File: src/sv/vt4_pkg.sv
package vt4_pkg;

  localparam int NUM_REGS  = 8;
  localparam int CFG_IDX_W = 4;
  localparam int REG_W     = 64;
  localparam int COMP_W    = 32;
  localparam int FRAC_BITS = 16;
  localparam int PROD_W    = 2 * COMP_W;
  localparam int PAIR_W    = PROD_W + 1;
  localparam int SUM_W     = PROD_W + 2;
  localparam int SHR_W     = SUM_W - FRAC_BITS;

  typedef enum logic {
    KIND_MAT_VEC = 1'b0,
    KIND_VEC_MAT = 1'b1
  } kind_t;

  typedef logic [NUM_REGS-1:0][REG_W-1:0] mat_regs_t;
  typedef logic [3:0][COMP_W-1:0]         vec_t;

  typedef logic [3:0][3:0][PROD_W-1:0]    prod_t;
  typedef logic [3:0][1:0][PAIR_W-1:0]    pair_t;
  typedef logic [3:0][SUM_W-1:0]          sum_t;

  localparam mat_regs_t REG_RESET = '{
    64'h0001_0000_0000_0000,
    64'h0000_0000_0000_0000,
    64'h0000_0000_0001_0000,
    64'h0000_0000_0000_0000,
    64'h0000_0000_0000_0000,
    64'h0001_0000_0000_0000,
    64'h0000_0000_0000_0000,
    64'h0000_0000_0001_0000
  };

  function automatic logic [COMP_W-1:0] mat_entry(input mat_regs_t regs, input logic [3:0] idx);
    logic [REG_W-1:0] word;
    word = regs[idx[3:1]];
    return idx[0] ? word[REG_W-1:COMP_W] : word[COMP_W-1:0];
  endfunction

endpackage

File: src/sv/vt4_sat.sv
module vt4_sat (
  input  logic          clk,
  input  logic          rst_n,
  input  logic          in_valid,
  output logic          in_ready,
  input  vt4_pkg::sum_t in_sum,
  output logic          out_valid,
  input  logic          out_ready,
  output vt4_pkg::vec_t out_vec,
  output logic          out_clip
);
  import vt4_pkg::*;

  logic valid_r;
  vec_t vec_r;
  vec_t vec_nxt;
  logic clip_r;
  logic clip_nxt;
  logic adv;

  assign adv      = ~valid_r | out_ready;
  assign in_ready = adv;

  always_comb begin
    logic [SHR_W-1:0] shr;
    logic             ovf;
    clip_nxt = 1'b0;
    for (int r = 0; r < 4; r++) begin
      shr = in_sum[r][SUM_W-1:FRAC_BITS];
      // fits when the bits above the result sign all copy it
      ovf = ~((&shr[SHR_W-1:COMP_W-1]) | ~(|shr[SHR_W-1:COMP_W-1]));
      if (!ovf) begin
        vec_nxt[r] = shr[COMP_W-1:0];
      end else if (shr[SHR_W-1]) begin
        vec_nxt[r] = {1'b1, {(COMP_W-1){1'b0}}};
      end else begin
        vec_nxt[r] = {1'b0, {(COMP_W-1){1'b1}}};
      end
      clip_nxt = clip_nxt | ovf;
    end
  end

  always_ff @(posedge clk) begin
    if (!rst_n) begin
      valid_r <= 1'b0;
    end else if (adv) begin
      valid_r <= in_valid;
    end
  end

  always_ff @(posedge clk) begin
    if (adv && in_valid) begin
      vec_r  <= vec_nxt;
      clip_r <= clip_nxt;
    end
  end

  assign out_valid = valid_r;
  assign out_vec   = vec_r;
  assign out_clip  = clip_r;

endmodule

File: config.mk
export PLATFORM = sky130hd
export DESIGN_NAME = vt4_sat
export DESIGN_NICKNAME = d
export VERILOG_FILES = /design/src/sv/vt4_pkg.sv /design/src/sv/vt4_sat.sv
export SDC_FILE = /design/constraint.sdc
export NUM_CORES = 1
export LEC_CHECK = 0
export BUFFER_PORTS_ARGS = -buffer_cell sky130_fd_sc_hd__buf_4
export CAP_MARGIN = 20
export CORE_AREA = 2 2 155 157
export CTS_BUF_LIST = sky130_fd_sc_hd__clkbuf_16
export DETAILED_ROUTE_END_ITERATION = 12
export DIE_AREA = 0 0 157 159
export HOLD_SLACK_MARGIN = 0.15
export SYNTH_ARGS = -nofsm -noshare
export SYNTH_HDL_FRONTEND = slang
export SYNTH_SLANG_ARGS = --single-unit
export TNS_END_PERCENT = 5
File: constraint.sdc
create_clock -name clk -period 6.97 [get_ports clk]
set_input_delay 1.0455 -clock clk [delete_from_list [all_inputs] [get_ports clk]]
set_output_delay 1.0455 -clock clk [all_outputs]
set_load 0.01 [all_outputs]
==> results.md <==
* Number of cell rows at 56
* CP max stage delay at around 590 ps
* Syn_nets at 615
* Met2 global-route usage at 21.2%
* Top_reg_cell synth: edfxtp_1
* Clock skew at 11.8 ps
* Hold buffer count at cts at 0
* Final hold vios at 0
* Slew Limit Fails at 0
* CTS tree: built
* Initial Utilization at roughly 24%
* Post-DP HPWL at around 12,000 microns
* Top Usage Layer GRT: met2
* Core ar. at about 0.023 sq mm
* Worst setup SP type: primary input
* Met1 Track Usage GR at 13.8%
* Port Buf Inserts at 334
* Status: complete, no violations
* Unrepaired setup endpoints after global routing: no
* Gr ovfl total at 0
* Power Density at 235 mW/mm^2
* Met3 usage at 5.61%
* Initial antenna violation count at 0
* #FFs+latches synth at 130
* Most used cell, CP: buf_4
* Wire length per cell at roughly 16 microns
* Critical Path AT at 2710 ps
* DRT Pass-1 Iters at 4
* Routed WL at 15,900 microns
* Vias per inst at between 4 and 5
* Layout cells sized above 1 at 67.2%
* Syn avg cell area at about 16 sq um
* Clock sinks at 130
* Vert. Die Dim at around 160 microns
* Gpl congestion at 0.750
* Clock Latency Late Sink at between 400 and 500 ps
* Nets at 946
* Slowest cell on the critical path: buf_4
* Slew Limit Headroom at between 40% and 50%
* Worst-path clk slew at ~60 ps
* Number of synthesized flops with an enable pin at 129
* Sequential share of the synthesized area at a little under 70%
* Max-Cap Viols at 0
* Number of global-route vias before repair at 4,508
* Syn-to-layout area delta at 59.1%
* Mapped cell area at about 0.0057 sq mm
* Post-DRT Antenna Nets at 0
* Synth warnings at 0
* Clk root buf: clkbuf_16
* Cts bufs inserted at 17
* H-tree depth at 4
* Async set or reset register ratio after synthesis at 0%
* Final core utilization at 38.8%
* Hold Path Class: flip-flop to flip-flop
* Least-Margin Pin Slew at 757 ps
* DR vias at 4,329
* Critical path type: primary input to flip-flop
* Mapped Cells at 347
* Setup TNS at 0 ps
* First-pass GRT wire length at 24,000 microns
* Setup violators final at 0
* Fmax achieved at 0.374 GHz
* Crit-path max FO at 49
* # IOs at 399
* Setup crit end kind: flip-flop
* Leakage at 4.07 nW
* Netlist cell types at 21
* Iter 0 DRT Violations at 122
* Cts repair resizes at 0
* Die Wd at around 160 microns
* WP data required at 7010 ps
* Number of diodes at 0
* Fin crit period at 2680 ps
* Gr usage total at 12.6%
* Area of the die at ~0.025 sq mm
* Largest net degree at the start of global routing at 82
* Number of setup buffers added after CTS at 0
* Crit-path cells: buf_4, nand2b_1, and2_4, buf_12, buf_4
* Post-route DRC at 0
* Max VDD drop at about 0.13 mV
* Final period utilization at 38.4%
* CTS max path bufs at 2
-- cells in the final DEF, fill, tap and decap left out, types with 2 or more instances in the layout --
cell        netlist  layout
clkinv_2          0       2
a311oi_4          0       4
a21o_2           85      85
edfxtp_1        129     129
a31o_2            4       4
a21o_1           39      39
nor4_2            4       4
nor2_1            8       8
buf_4             3     339
and3_1            4       4
nor4_1           16      16
clkbuf_16         0      17
bufinv_16         0       4
clkinvlp_4        0       2
inv_1             1       3
clkinv_1          0       3
nand4_1          21      21
-- worst paths after layout --
kind | startpoint | cells after the start | slack, ps | endpoint
hold reg to reg | out_valid$_SDFFE_PN0N_ | 2 | 550 | out_valid$_SDFFE_PN0N_
hold / removal | out_valid$_SDFFE_PN0N_ | 2 | 550 | out_valid$_SDFFE_PN0N_
setup / recovery | out_ready | 5 | 4290 | out_vec[107]$_DFFE_PP_
setup reg to reg | out_valid$_SDFFE_PN0N_ | 4 | 4710 | out_vec[107]$_DFFE_PP_
-- per-stage QoR --
| stage | area, sq um | total power [mW] | instances | setup slack, ps | hold slack (ps) |
|---|---|---|---|---|---|
| 6_report | 9000 | 2.11 | 1009 | 4290 | 554 |
| 5_1_grt | 9000 | 2.19 | 1009 | 4110 | 594 |
| 4_1_cts | 8980 | 2.14 | 1008 | 4080 | 558 |
| 3_5_place_dp | 8380 | 1.21 | 977 | 3640 | 549 |
| 3_3_place_gp | 8380 | 1.21 | 977 | 3660 | 532 |
| 2_1_floorplan | 5650 | 1.04 | 347 | 2240 | 610 |
-- worst max-delay path: cells and delay by family --
| family | cells | cell delay, ps |
|---|---|---|
| buf+inv | 3 | 970 |
| simple gates | 2 | 640 |
-- area by class of cell --
cell class              instances  area, sq um
well taps                     319          399
clock buffers                  17          425
repair buffers                340         2560
flip-flops and latches        130         3890
multi-input cells             188         1540
inverters                       1         3.75
fillers                      2259        14200
clock inverters                14          173
-- layer usage --
layer / vias to the layer above / wire (microns)
met5: - / 0
met4: 0 / 274
met3: 18 / 1690
met2: 221 / 7930
met1: 2035 / 6030
li1: 2055 / -
-- sequential cells by signal (all words and copies together) (netlist names) --
signal and count:
out_valid 1, out_clip 1, out_vec 128
-- cell families after synthesis --
kind of cell / Yosys count / share of synthesized area, %
buffers and inverters: 29 / 4.91
AOI/OAI and AO/OA: 133 / 20.0
and+or+nand+nor: 55 / 6.17
DFF: 130 / 68.9
-- synthesized netlist by cell type (3+ instances only) --
cell type	instances	area, sq um
buf_2	3	15.0
buf_4	3	22.5
buf_6	18	203
nand4_1	21	131
a21o_2	85	744
and3_1	4	25.0
nor4_1	16	100
dlygate4sd3_1	3	30.0
nor4_2	4	50.1
a21o_1	39	293
nor2_1	8	30.0
edfxtp_1	129	3870
a31o_2	4	35.0
a311oi_2	3	45.0
-- where the power goes --
group	switching, mW	internal, mW
clock network	0.330	0.589
logic	0.109	0.155
registers	0.0120	0.915
total	0.452	1.66
No activity file was read; power rests on OpenSTA's default activity.
