**config.mk**
```make
export PLATFORM = sky130hd
export DESIGN_NAME = vt4_sum
export DESIGN_NICKNAME = d
export VERILOG_FILES = /design/src/sv/vt4_pkg.sv /design/src/sv/vt4_sum.sv
export SDC_FILE = /design/constraint.sdc
export NUM_CORES = 2
export LEC_CHECK = 0
export ABC_AREA = 1
export BUFFER_PORTS_ARGS = -buffer_cell sky130_fd_sc_hd__buf_2
export CAP_MARGIN = 20
export CORE_AREA = 2 2 500 502
export CTS_CLUSTER_SIZE = 8
export DETAILED_ROUTE_END_ITERATION = 10
export DIE_AREA = 0 0 502 504
export GPL_TIMING_DRIVEN = 0
export HOLD_SLACK_MARGIN = 0.08
export PLACE_DENSITY_LB_ADDON = 0.15
export SYNTH_ARGS = -nofsm -noshare
export SYNTH_HDL_FRONTEND = slang
export SYNTH_SLANG_ARGS = --single-unit
```
**constraint.sdc**
```tcl
create_clock -name clk -period 26 [get_ports clk]
set_clock_uncertainty 0.1 [all_clocks]
set_input_delay 1.3 -clock clk [delete_from_list [all_inputs] [get_ports clk]]
set_output_delay 1.3 -clock clk [all_outputs]
set_load 0.005 [all_outputs]
```
**src/sv/vt4_pkg.sv**
```systemverilog
package vt4_pkg;

  localparam int NUM_REGS  = 8;
  localparam int CFG_IDX_W = 4;
  localparam int REG_W     = 64;
  localparam int COMP_W    = 32;
  localparam int FRAC_BITS = 16;
  localparam int PROD_W    = 2 * COMP_W;
  localparam int PAIR_W    = PROD_W + 1;
  localparam int SUM_W     = PROD_W + 2;
  localparam int SHR_W     = SUM_W - FRAC_BITS;

  typedef enum logic {
    KIND_MAT_VEC = 1'b0,
    KIND_VEC_MAT = 1'b1
  } kind_t;

  typedef logic [NUM_REGS-1:0][REG_W-1:0] mat_regs_t;
  typedef logic [3:0][COMP_W-1:0]         vec_t;

  typedef logic [3:0][3:0][PROD_W-1:0]    prod_t;
  typedef logic [3:0][1:0][PAIR_W-1:0]    pair_t;
  typedef logic [3:0][SUM_W-1:0]          sum_t;

  localparam mat_regs_t REG_RESET = '{
    64'h0001_0000_0000_0000,
    64'h0000_0000_0000_0000,
    64'h0000_0000_0001_0000,
    64'h0000_0000_0000_0000,
    64'h0000_0000_0000_0000,
    64'h0001_0000_0000_0000,
    64'h0000_0000_0000_0000,
    64'h0000_0000_0001_0000
  };

  function automatic logic [COMP_W-1:0] mat_entry(input mat_regs_t regs, input logic [3:0] idx);
    logic [REG_W-1:0] word;
    word = regs[idx[3:1]];
    return idx[0] ? word[REG_W-1:COMP_W] : word[COMP_W-1:0];
  endfunction

endpackage

```
**src/sv/vt4_sum.sv**
```systemverilog
module vt4_sum (
  input  logic           clk,
  input  logic           rst_n,
  input  logic           in_valid,
  output logic           in_ready,
  input  vt4_pkg::prod_t in_prod,
  output logic           out_valid,
  input  logic           out_ready,
  output vt4_pkg::sum_t  out_sum
);
  import vt4_pkg::*;

  logic  pair_valid_r;
  pair_t pair_r;
  pair_t pair_nxt;
  logic  sum_valid_r;
  sum_t  sum_r;
  sum_t  sum_nxt;
  logic  pair_adv;
  logic  sum_adv;

  assign sum_adv  = ~sum_valid_r | out_ready;
  assign pair_adv = ~pair_valid_r | sum_adv;
  assign in_ready = pair_adv;

  always_comb begin
    for (int r = 0; r < 4; r++) begin
      for (int h = 0; h < 2; h++) begin
        pair_nxt[r][h] = PAIR_W'($signed(in_prod[r][2*h])) +
                         PAIR_W'($signed(in_prod[r][2*h+1]));
      end
      sum_nxt[r] = SUM_W'($signed(pair_r[r][0])) + SUM_W'($signed(pair_r[r][1]));
    end
  end

  always_ff @(posedge clk) begin
    if (!rst_n) begin
      pair_valid_r <= 1'b0;
      sum_valid_r  <= 1'b0;
    end else begin
      if (pair_adv) begin
        pair_valid_r <= in_valid;
      end
      if (sum_adv) begin
        sum_valid_r <= pair_valid_r;
      end
    end
  end

  always_ff @(posedge clk) begin
    if (pair_adv && in_valid) begin
      pair_r <= pair_nxt;
    end
    if (sum_adv && pair_valid_r) begin
      sum_r <= sum_nxt;
    end
  end

  assign out_valid = sum_valid_r;
  assign out_sum   = sum_r;

endmodule

```
==> results by group <==
Timing
  – Hold Violations, Final: 0
  – Max-slew violation count: 0
  – Final setup vio count: 0
  – Max Freq: 272 MHz
  – Worst-margin pin slew: around 1200 ps
  – Slew HR: 18.3%
  – Total negative slack: 0 ps
  – PnR worst setup slack: approximately 22000 ps
  – Tcrit/Tclk final: 14.1%
  – Unrepaired setup endpoints after global routing: no
  – Tmin final: 3680 ps

Route
  – # DRC: 0
  – Average routed wire per standard cell: ~22 µm
  – Iteration-0 DRC Markers: 8505
  – Drt pass-1 iters: 7
  – Drt total wl: 434000 µm
  – Via density: ~5
  – Antenna viol nets, final: 0
  – Via count: 97300

Synthesis
  – Cells after Synth: 14700
  – Top-area cell type share of the netlist area: 26.5%
  – Warnings, synthesis: 0
  – Netlist cell types: 32
  – FF+latch count, synth: about 790
  – Area contributors post-synth: edfxtp_1, nand2_1, inv_1, ha_1, nor2_1
  – Mapped Area: 0.0889 mm²
  – Post-synth EDFFs: 784
  – Leading area contributor after synthesis: edfxtp_1
  – Sequential area share after synthesis: 26.5%
  – Synth Net Count: 16500
  – Syn Area/Cell: 6.06 µm²
  – Most used DFF post-synth: edfxtp_1
  – FFs w/ async S/R, synth: 0%

Worst setup path
  – Critical path startpoint category: flop
  – Data arrival, critical path: a little under 4000 ps
  – Crit end category: flop
  – WS Path Type: reg2reg
  – CP required: roughly 26000 ps
  – CP max FO: 5

Finish
  – Share of cells above drive strength 1: 10.0%
  – Most frequent cells in the layout: nand2_1, inv_1, nor2_1
  – # nets final: around 18000
  – Final core utilization: 41.6%
  – Commonest non-fill, non-tap cell in the layout: nand2_1
  – Synthesis-to-finish area growth: 16.0%

CTS
  – TritonCTS Buffers: around 110
  – Maximum buffer depth of the clock tree: 3
  – CTS Root Cell: clkbuf_16
  – Clock latency on the worst-skew pair: 790 ps
  – TritonCTS clock tree: built
  – Hold Buf Count CTS: 0
  – Reg clk slew, reported paths: 60 ps
  – Number of setup buffers added after CTS: 0
  – Post_cts resized: 0
  – H-tree depth: 3
  – Num Clock Sinks: 786

Pwr
  – Reg power frac: between 30% and 40%
  – VDD IR max: around 0.056 mV
  – Net Switching: 0.00274 W
  – Combinational Power Share: about 47%
  – Clock power share: 22.7%
  – Power Density: 58.8 mW/mm²
  – Sw Ratio: a little under half
  – Leakage Power: 56.5 nW
  – Int Power: around 0.0033 W
  – Final Power: 0.00606 W

Placed design
  – DP HPWL: 385000 µm
  – IO buf count: 1293
  – Setup WS pre-CTS: 21600 ps
  – Final estimated routing congestion in global placement: 1.04

Floorplan
  – Initial Util: 35.9%
  – Io pins: 1294
  – Num rows: around 180
  – DIE WIDTH: around 500 µm
  – Die Y-Extent: 504 µm
  – Die Area: 0.253 mm²
  – CORE AREA: between 0.2 and 0.25 mm²

Outcome
  – Status: completed

Global route
  – Largest net degree at the start of global routing: 124
  – Antenna violations before repair: 46
  – First-pass GRT wire length: 612000 µm
  – Vias in the first global route: 91700
  – Grt ovf: 0
  – GRT Util Overall: between 30% and 40%

Hold path
  – Hold Crit Class: reg2reg

Job
  – MaxCap Viol Count: 0
-- power by group through the flow --
stage          clock network, W  registers (W)  logic [W]
6_report                0.00137        0.00183    0.00285
5_1_grt                 0.00144        0.00184    0.00312
4_1_cts                 0.00140        0.00183    0.00280
3_5_place_dp                  0        0.00185    0.00279
3_3_place_gp                  0        0.00191    0.00278
2_1_floorplan                 0        0.00179    0.00167
-- critical path, cell delays in order, from the launching register on --
cell and delay [ps]:
edfxtp_1 330, ha_1 360, inv_1 100, fa_1 410, nand3b_1 210, nand2_2 170, nand2_1 80, nand2_2 100
a21o_1 200, nand2_1 70, nand2_1 180, xor2_1 960
-- Yosys cell counts (4+ instances only) --
| library cell | n |
|---|---|
| a21boi_0 | 12 |
| a21o_1 | 24 |
| a21oi_1 | 1000 |
| a21oi_2 | 15 |
| edfxtp_1 | 784 |
| fa_1 | 12 |
| ha_1 | 772 |
| inv_1 | 2998 |
| inv_2 | 10 |
| nand2_1 | 5284 |
| nand2_2 | 108 |
| nand3_1 | 644 |
| nand3_2 | 7 |
| nand3b_1 | 4 |
| nand4_1 | 72 |
| nor2_1 | 1606 |
| nor2_2 | 23 |
| nor2_4 | 6 |
| nor3_1 | 226 |
| nor4_1 | 24 |
| o21a_1 | 11 |
| o21ai_0 | 533 |
| o21ai_1 | 10 |
| o21ai_2 | 6 |
| o21bai_1 | 66 |
| xnor2_1 | 4 |
| xor2_1 | 388 |
-- area by class of cell --
cell class	count	area (µm²)
Fill cell	28100	144000
Antenna cell	25	62.6
Inverter	3008	11300
Clock buffer	135	2940
Sequential cell	786	23600
Clock inverter	15	148
Timing Repair Buffer	1309	6850
Multi-Input combinational cell	10900	54000
Tap cell	3330	4170
-- cell families after synthesis --
family          after synthesis  synth area share (%)
compound gates             1677                  9.85
xor+xnor                    392                  3.86
flops                       786                  26.5
buf+inv                    3008                  12.7
fa+ha+maj                   784                  11.1
simple gates               8012                  35.9
-- sequential cells by signal (all words and copies together), names as in the netlist --
register      cells
pair_valid_r      1
out_sum         264
pair_r          520
out_valid         1
-- stage by stage --
stage          area, µm²  hold slack, ps  instances
6_report          103000             432      19500
5_1_grt           103000             452      19500
4_1_cts           103000             431      19400
3_5_place_dp       99900             422      19300
3_3_place_gp       99500             366      19300
2_1_floorplan      88900             347      14700
-- final timing paths --
| kind | slack (ps) | startpoint | cells after the start | endpoint |
|---|---|---|---|---|
| worst min-delay path | 430 | out_valid | 2 | out_valid |
| worst max-delay path | 22320 | pair_r[65] | 11 | out_sum[28] |
| worst max register to register | 22320 | pair_r[65] | 11 | out_sum[28] |
| worst min register to register | 430 | out_valid | 2 | out_valid |
-- metal layers --
layer | wire length, µm | vias up | GRT usage [%]
met1 | 187000 | 44400 | 43.7
li1 | - | 48600 | -
met3 | 30700 | 654 | 4.55
met4 | 27000 | 8 | 17.9
met2 | 189000 | 3643 | 52.4
met5 | 49 | - | 0
Power figures use the tool's default switching activity.
